==> config.mk <==
export PLATFORM = sky130hd
export DESIGN_NAME = tone_divider_step_search_core
export DESIGN_NICKNAME = d
export VERILOG_FILES = /design/src/hdl/tds_pkg.sv /design/src/hdl/tone_divider_step_search_core.sv /design/src/hdl/tds_div.sv
export SDC_FILE = /design/constraint.sdc
export NUM_CORES = 1
export LEC_CHECK = 0
export BUFFER_PORTS_ARGS = -buffer_cell sky130_fd_sc_hd__buf_2
export CORE_MARGIN = 1
export CORE_UTILIZATION = 30
export CTS_CLUSTER_DIAMETER = 120
export DETAILED_ROUTE_END_ITERATION = 8
export PLACE_DENSITY_LB_ADDON = 0.3
export SLEW_MARGIN = 20
export SYNTH_ARGS = -nofsm -noshare
export SYNTH_HDL_FRONTEND = slang
export SYNTH_SLANG_ARGS = --single-unit
==> constraint.sdc <==
create_clock -name i_clk -period 7.3 [get_ports i_clk]
set_input_delay 1.095 -clock i_clk [delete_from_list [all_inputs] [get_ports i_clk]]
set_output_delay 1.095 -clock i_clk [all_outputs]
set_load 0.05 [all_outputs]
==> src/hdl/tds_pkg.sv <==
// Shared constants for the tone divider step search block.
// No dependencies; used by the core, the checker and the testbench.
`timescale 1ns / 1ps
`default_nettype none
package tds_pkg;
    localparam int CLK_W        = 25;
    localparam int TARGET_W     = 18;
    localparam int DIV_W        = 3;
    localparam int STEP_OUT_W   = 11;
    localparam int SCALE_SH     = 16;
    localparam int DEN_W        = DIV_W + 1;
    localparam int REM_W        = DEN_W + SCALE_SH;
    localparam int ERR_W        = CLK_W - SCALE_SH + 1;
    localparam int DIV_MAX_DEF  = 7;
    localparam int STEP_MAX_DEF = 256;
    localparam logic [CLK_W-1:0] CLK_RESET = 25'd8500000;
endpackage
`default_nettype wire

==> src/hdl/tone_divider_step_search_core.sv <==
// Top level of the tone divider step search; uses tds_pkg and tds_div.
// Finds the divide select and step word closest to a target tone.
`timescale 1ns / 1ps
`default_nettype none
// One target is searched at a time; o_in_ready is high only while idle.
// For each divide select tried, the shared bit-serial divider first splits
// the clock into a whole and a fractional step, with an NW-bit quotient
// (NW = 9 + bits of STEP_MAX), then the step accumulator tests one step
// word per cycle, up to STEP_MAX, and before moving on a decision state and
// another divider run find the next divider's top frequency. An exact hit
// or a cut-off ends the search early. A finished result sits in the output
// register, so the next target can be accepted while it waits.
// The reference clock register takes writes at any cycle; write it only
// between searches.
module tone_divider_step_search_core #(
    parameter int DIV_MAX  = tds_pkg::DIV_MAX_DEF,
    parameter int STEP_MAX = tds_pkg::STEP_MAX_DEF
) (
    input  wire logic                          i_clk,
    input  wire logic                          i_rst_n,
    input  wire logic                          i_cfg_valid,
    output logic                               o_cfg_ready,
    input  wire logic [tds_pkg::CLK_W-1:0]     i_cfg_data,
    input  wire logic                          i_in_valid,
    output logic                               o_in_ready,
    input  wire logic [tds_pkg::TARGET_W-1:0]  i_target_hz,
    output logic                               o_out_valid,
    input  wire logic                          i_out_ready,
    output logic                               o_status,
    output logic [tds_pkg::DIV_W-1:0]          o_clock_divider,
    output logic [tds_pkg::STEP_OUT_W-1:0]     o_freq_step
);
    localparam int CLK_W  = tds_pkg::CLK_W;
    localparam int SH     = tds_pkg::SCALE_SH;
    localparam int SW     = $clog2(STEP_MAX + 1);
    localparam int PW     = CLK_W + SW;
    localparam int NW     = PW - SH;
    localparam int TW     = tds_pkg::TARGET_W;
    localparam int CMPW   = ((NW > TW) ? NW : TW) + 2;
    localparam int EW     = tds_pkg::ERR_W;
    localparam int RW     = tds_pkg::REM_W;
    localparam int DENW   = tds_pkg::DEN_W;
    localparam int DIVW   = tds_pkg::DIV_W;

    typedef enum logic [2:0] {
        S_IDLE, S_Q0, S_STEP, S_NEXT, S_TOP, S_DONE
    } t_state;

    t_state          r_state;
    logic [CLK_W-1:0] r_clk;
    logic [TW-1:0]   r_target;
    logic [PW-1:0]   r_top_num;
    logic [EW-1:0]   r_best_err;
    logic [DIVW-1:0] r_best_div;
    logic [SW-1:0]   r_best_step;
    logic            r_found;
    logic [DIVW-1:0] r_div;
    logic [DENW-1:0] r_d;
    logic [SW-1:0]   r_step;
    logic [NW-1:0]   r_q0;
    logic [RW-1:0]   r_r0;
    logic [NW-1:0]   r_f;
    logic [RW-1:0]   r_r;
    logic            r_dv_start;
    logic [NW-1:0]   r_dv_num;
    logic [DENW-1:0] r_dv_den;
    logic            r_o_valid;
    logic            r_o_status;
    logic [DIVW-1:0] r_o_div;
    logic [SW-1:0]   r_o_step;

    logic            dv_done;
    logic [NW-1:0]   dv_quo;
    logic [DENW-1:0] dv_rem;

    logic [RW:0]     sum_r;
    logic [RW:0]     den_full;
    logic            carry;
    logic [RW:0]     n_r_wide;
    logic [NW-1:0]   n_f;
    logic [CMPW-1:0] f_ext;
    logic [CMPW-1:0] t_ext;
    logic [CMPW-1:0] e_ext;
    logic [CMPW-1:0] err;
    logic            over;
    logic            better;
    logic [EW-1:0]   n_best_err;
    logic [DENW-1:0] d_next;
    logic            top_low;

    tds_div #(.NW(NW), .DW(DENW)) u_div (
        .i_clk   (i_clk),
        .i_rst_n (i_rst_n),
        .i_start (r_dv_start),
        .i_num   (r_dv_num),
        .i_den   (r_dv_den),
        .o_done  (dv_done),
        .o_quo   (dv_quo),
        .o_rem   (dv_rem)
    );

    assign sum_r    = {1'b0, r_r} + {1'b0, r_r0};
    assign den_full = {1'b0, r_d, {SH{1'b0}}};
    assign carry    = sum_r >= den_full;
    assign n_r_wide = carry ? (sum_r - den_full) : sum_r;
    assign n_f      = r_f + r_q0 + NW'(carry);

    assign f_ext  = CMPW'(r_f);
    assign t_ext  = CMPW'(r_target);
    assign e_ext  = CMPW'(r_best_err);
    assign over   = f_ext > (t_ext + e_ext);
    assign err    = (f_ext >= t_ext) ? (f_ext - t_ext) : (t_ext - f_ext);
    assign better = err < e_ext;
    assign n_best_err = better ? err[EW-1:0] : r_best_err;

    assign d_next  = {1'b0, r_div} + DENW'(2);
    assign top_low = (CMPW'(dv_quo) + e_ext) < t_ext;

    always_ff @(posedge i_clk) begin
        if (!i_rst_n) begin
            r_state    <= S_IDLE;
            r_clk      <= tds_pkg::CLK_RESET;
            r_dv_start <= 1'b0;
            r_o_valid  <= 1'b0;
        end else begin
            r_dv_start <= 1'b0;
            if (i_cfg_valid) begin
                r_clk <= i_cfg_data;
            end
            if (r_state == S_DONE && (!r_o_valid || i_out_ready)) begin
                r_o_valid <= 1'b1;
            end else if (i_out_ready) begin
                r_o_valid <= 1'b0;
            end
            unique case (r_state)
                S_IDLE: begin
                    if (i_in_valid) begin
                        r_target    <= i_target_hz;
                        r_best_err  <= EW'(r_clk[CLK_W-1:SH]) + EW'(1);
                        r_best_div  <= '0;
                        r_best_step <= '0;
                        r_found     <= 1'b0;
                        r_div       <= '0;
                        r_d         <= DENW'(1);
                        r_top_num   <= PW'(r_clk) * PW'(STEP_MAX);
                        r_dv_num    <= NW'(r_clk[CLK_W-1:SH]);
                        r_dv_den    <= DENW'(1);
                        r_dv_start  <= 1'b1;
                        r_state     <= S_Q0;
                    end
                end
                S_Q0: begin
                    if (dv_done) begin
                        r_q0    <= dv_quo;
                        r_f     <= dv_quo;
                        r_r0    <= {dv_rem, r_clk[SH-1:0]};
                        r_r     <= {dv_rem, r_clk[SH-1:0]};
                        r_step  <= SW'(1);
                        r_state <= S_STEP;
                    end
                end
                S_STEP: begin
                    if (over) begin
                        r_state <= S_NEXT;
                    end else begin
                        if (better) begin
                            r_best_err  <= n_best_err;
                            r_best_div  <= r_div;
                            r_best_step <= r_step;
                            r_found     <= 1'b1;
                        end
                        if (n_best_err == '0) begin
                            r_state <= S_DONE;
                        end else if (r_step == SW'(STEP_MAX)) begin
                            r_state <= S_NEXT;
                        end else begin
                            r_step <= r_step + SW'(1);
                            r_f    <= n_f;
                            r_r    <= n_r_wide[RW-1:0];
                        end
                    end
                end
                S_NEXT: begin
                    if (r_div == DIVW'(DIV_MAX)) begin
                        r_state <= S_DONE;
                    end else begin
                        r_dv_num   <= r_top_num[PW-1:SH];
                        r_dv_den   <= d_next;
                        r_dv_start <= 1'b1;
                        r_state    <= S_TOP;
                    end
                end
                S_TOP: begin
                    if (dv_done) begin
                        if (top_low) begin
                            r_state <= S_DONE;
                        end else begin
                            r_div      <= r_div + DIVW'(1);
                            r_d        <= d_next;
                            r_dv_num   <= NW'(r_clk[CLK_W-1:SH]);
                            r_dv_den   <= d_next;
                            r_dv_start <= 1'b1;
                            r_state    <= S_Q0;
                        end
                    end
                end
                S_DONE: begin
                    if (!r_o_valid || i_out_ready) begin
                        r_o_status <= !r_found;
                        r_o_div    <= r_found ? r_best_div : '0;
                        r_o_step   <= r_found ? r_best_step : '0;
                        r_state    <= S_IDLE;
                    end
                end
                default: begin
                    r_state <= S_IDLE;
                end
            endcase
        end
    end

    assign o_cfg_ready     = 1'b1;
    assign o_in_ready      = (r_state == S_IDLE);
    assign o_out_valid     = r_o_valid;
    assign o_status        = r_o_status;
    assign o_clock_divider = r_o_div;
    assign o_freq_step     = tds_pkg::STEP_OUT_W'(r_o_step);
endmodule
`default_nettype wire

==> src/hdl/tds_div.sv <==
// Bit-serial restoring divider, one quotient bit per cycle.
// Depends on nothing; instanced by tone_divider_step_search_core.
`timescale 1ns / 1ps
`default_nettype none
module tds_div #(
    parameter int NW = 18,
    parameter int DW = 4
) (
    input  wire logic          i_clk,
    input  wire logic          i_rst_n,
    input  wire logic          i_start,
    input  wire logic [NW-1:0] i_num,
    input  wire logic [DW-1:0] i_den,
    output logic               o_done,
    output logic [NW-1:0]      o_quo,
    output logic [DW-1:0]      o_rem
);
    localparam int CNT_W = (NW > 1) ? $clog2(NW) : 1;

    logic             r_busy;
    logic             r_done;
    logic [CNT_W-1:0] r_cnt;
    logic [NW-1:0]    r_q;
    logic [DW-1:0]    r_r;
    logic [DW-1:0]    r_den;
    logic [DW:0]      trial;
    logic [DW:0]      diff;
    logic             ge;

    assign trial = {r_r, r_q[NW-1]};
    assign ge    = trial >= {1'b0, r_den};
    assign diff  = trial - {1'b0, r_den};

    always_ff @(posedge i_clk) begin
        if (!i_rst_n) begin
            r_busy <= 1'b0;
            r_done <= 1'b0;
            r_cnt  <= '0;
        end else begin
            r_done <= 1'b0;
            if (i_start) begin
                r_busy <= 1'b1;
                r_cnt  <= '0;
                r_q    <= i_num;
                r_r    <= '0;
                r_den  <= i_den;
            end else if (r_busy) begin
                r_r <= ge ? diff[DW-1:0] : trial[DW-1:0];
                r_q <= {r_q[NW-2:0], ge};
                r_cnt <= r_cnt + 1'b1;
                if (r_cnt == CNT_W'(NW - 1)) begin
                    r_busy <= 1'b0;
                    r_done <= 1'b1;
                end
            end
        end
    end

    assign o_done = r_done;
    assign o_quo  = r_q;
    assign o_rem  = r_r;
endmodule
`default_nettype wire

==> impl_metrics.yaml <==
power:
  cellPowerDensity_nw_per_um2: 291.3
  cellLeakagePower_uw: 0.007247
  max-vdd-ir-drop_v: 0.0002152
routing:
  drc_errors: 0
  firstDrtPassIters: 5
  ant_nets: 0
  wl_per_cell_um: 17.14
  via_count: 11130
  drt_iter0_drc: 662
  viasPerCell: 4.939
  routed_wl_um: 38630
setup_path:
  critPathMaxStageDelay_ns: 0.55
  path_class: "flip-flop to flip-flop"
  cp_data_required_time_ns: 7.61
  crit_family: "compound AO/OA/AOI/OAI gates"
  ff2ff_path_depth: 33
  start_kind: "flip-flop"
  crit_fanout: 3
  worst-path-buf-inv: 2
  crit_arrival_ns: 7.23
  crit_path_top_delay_cell: "or4_1"
  endpoint_kind: "flip-flop"
  worst-path-stages: 33
synthesis:
  synth.avg_cell_area_um2: 10.38
  synthCells: 1490
  synth-seq-cells: 247
  synthDistinctLibCells: 80
  synth_top_area_cell: "edfxtp_1"
  synth_top_area_share_pct: 40.79
  ys.flop_type: "edfxtp_1"
  ys_async_sr_fraction_pct: 0
  yosysSeqAreaShare_pct: 45.58
  ys_top_cells_by_area: "edfxtp_1, ha_1, dfxtp_1, nand2_1, xnor2_1"
  synth_area_um2: 15460
  synth_edf_count: 210
  yosys_warnings: 0
min_path:
  hold_depth: 0
  hold_path_class: "flip-flop to flip-flop"
floorplan:
  num_rows: 82
  start_util_pct: 30.63
  die_x_um: 229.0
  die-height_um: 229.0
  core_um2: 50480
  dieArea_um2: 52450
  pin_count: 66
timing:
  hold_violations: 0
  fin_crit_ns: 6.926
  setup_violations: 0
  fin_crit_sh_pct: 94.88
  slew_headroom_pct: 35.06
  worst-slew-pin-transition_ns: 0.9741
  worst_clock_skew_ns: 0.01339
  finalMaxSlewViolations: 0
  setup_ws_ns: 0.3739
  holdWs_ns: 0.4162
  clock.fmax_mhz: 144.4
layout:
  nNetsFinal: 1766
  antenna_cells: 0
  drive_above_1_share_pct: 12.64
  design_area_um2: 17790
  stdcell_count: 2254
  syn2layout_area_growth_pct: 15.05
place:
  place_area_um2: 16550
  placed_cells: 2192
  place_hpwl_um: 29090
  place_ws_ns: -0.1983
  io_buffers: 62
  gp_congestion: 0.8664
clock_tree:
  clock_sinks: 247
  clock_latency_ns: 0.59
  path_clk_slew_ns: 0.06
  htree_levels: 1
  cts_tree: "built"
  cts-root-buf: "clkbuf_16"
  cts_made_buffers: 31
  clock_path_buffers: 3
grt:
  antenna_found_initial: 0
  globalRouteTotalUtil_pct: 14.74
  grt_pass1_vias: 11100
  grt_max_degree: 81
  grt_first_pass_wirelength_um: 61350
  gr-total-overflow: 0
run:
  maxCapViolations: 0
outcome:
  outcome: "finished, final reports clean"
power by group:
part	internal [µW]	total, µW	switching [µW]
Clock	1000	1650	649
Sequential	1810	1980	169
Combinational	613	1550	936
layout make-up:
type                    count  area, µm²
fillers                  5028      32690
multi-input cells        1088       7925
flip-flops and latches    247       7047
well taps                 672      840.8
clock buffers              39      837.1
repair buffers             82      460.4
inverters                 107      401.6
clock inverters            19      274.0
metal layers:
layer | global-route usage [%] | vias up | share of wire, %
li1 | - | 5523 | -
met1 | 19.98 | 5342 | 47
met2 | 24.49 | 211 | 46
met3 | 2.129 | 57 | 3.8
met4 | 3.854 | 0 | 2.4
met5 | 0 | - | 0
synthesized netlist by cell type (all sizes together), types with 28 or more instances:
cell type	number
dfxtp	37
mux2i	37
edfxtp	210
nand2	153
nor2	101
ha	152
inv	106
o21ai	68
and2	35
a21o	28
xnor2	58
xor2	35
a21oi	93
clkbuf	31
nand3	35
sequential cells by signal (all words and copies together), names as in the netlist, 10 cells and up:
signal	count
r_r	20
r_dv_num	17
r_f	18
r_r0	20
r_best_err	10
r_top_num	17
r_clk	25
r_target	18
r_q0	18
u_div.o_quo	18
cell families (layout without fill, tap and decap cells):
logic type	Yosys count	in the layout	synth area share [%]
DFF	247	247	45.58
buffers and inverters	156	247	3.941
xor gates and xnor gates	93	93	5.269
muxes	55	55	3.731
AOI/OAI and AO/OA	321	321	13.61
and+or+nand+nor	455	455	14.35
adders and majority gates	161	161	13.47
other	2	3	0.04858
layout by cell type, fill, tap and decap left out, types with 6 or more instances in the layout:
cell       count
edfxtp_1     210
ha_1         152
nand2_1      149
inv_1        105
nor2_1        99
a21oi_1       90
o21ai_0       63
buf_2         62
xnor2_1       58
mux2i_1       37
dfxtp_1       37
xor2_1        35
nand3_1       35
and2_1        35
clkbuf_16     32
a21o_1        28
and3_1        21
nor3_1        20
buf_4         20
nor2b_1       19
o21bai_1      17
mux2_2        17
nand4_1       16
o21a_1        14
a211oi_1      12
o211ai_1      11
o31ai_1       10
nand2b_1       9
a31oi_1        9
a211o_1        9
fa_1           7
nor3_2         6
clkbuf_1       6
what timing repair did:
action | 4_1_cts | 5_1_grt
gates resized for setup | 3 | 18
endpoints found under the hold margin | 0 | 0
pin swaps | 0 | 7
setup endpoints to repair | 3 | 5
cloned | 0 | 0
setup buffers | 0 | 4
hold buffers | 0 | 0
per-stage QoR:
| stage | total power, µW | util [%] | TNS [ns] |
|---|---|---|---|
| 2_1_floorplan | 3100 | - | 0 |
| 3_3_place_gp | 3523 | 32.79 | 0 |
| 3_5_place_dp | 3555 | 32.80 | -0.4075 |
| 4_1_cts | 5232 | 35.03 | 0 |
| 5_1_grt | 5504 | 35.23 | -0.02905 |
| 6_report | 5181 | 35.23 | 0 |
final timing paths:
| kind | start | endpoint | slack [ns] |
|---|---|---|---|
| hold / removal | r_dv_den[1] | u_div.r_den[1] | 0.42 |
| hold reg to reg | r_dv_den[1] | u_div.r_den[1] | 0.42 |
| setup / recovery | r_r0[0] | r_f[16] | 0.37 |
| setup reg to reg | r_r0[0] | r_f[16] | 0.37 |
Note: power is estimated with default switching activity, not from simulation.
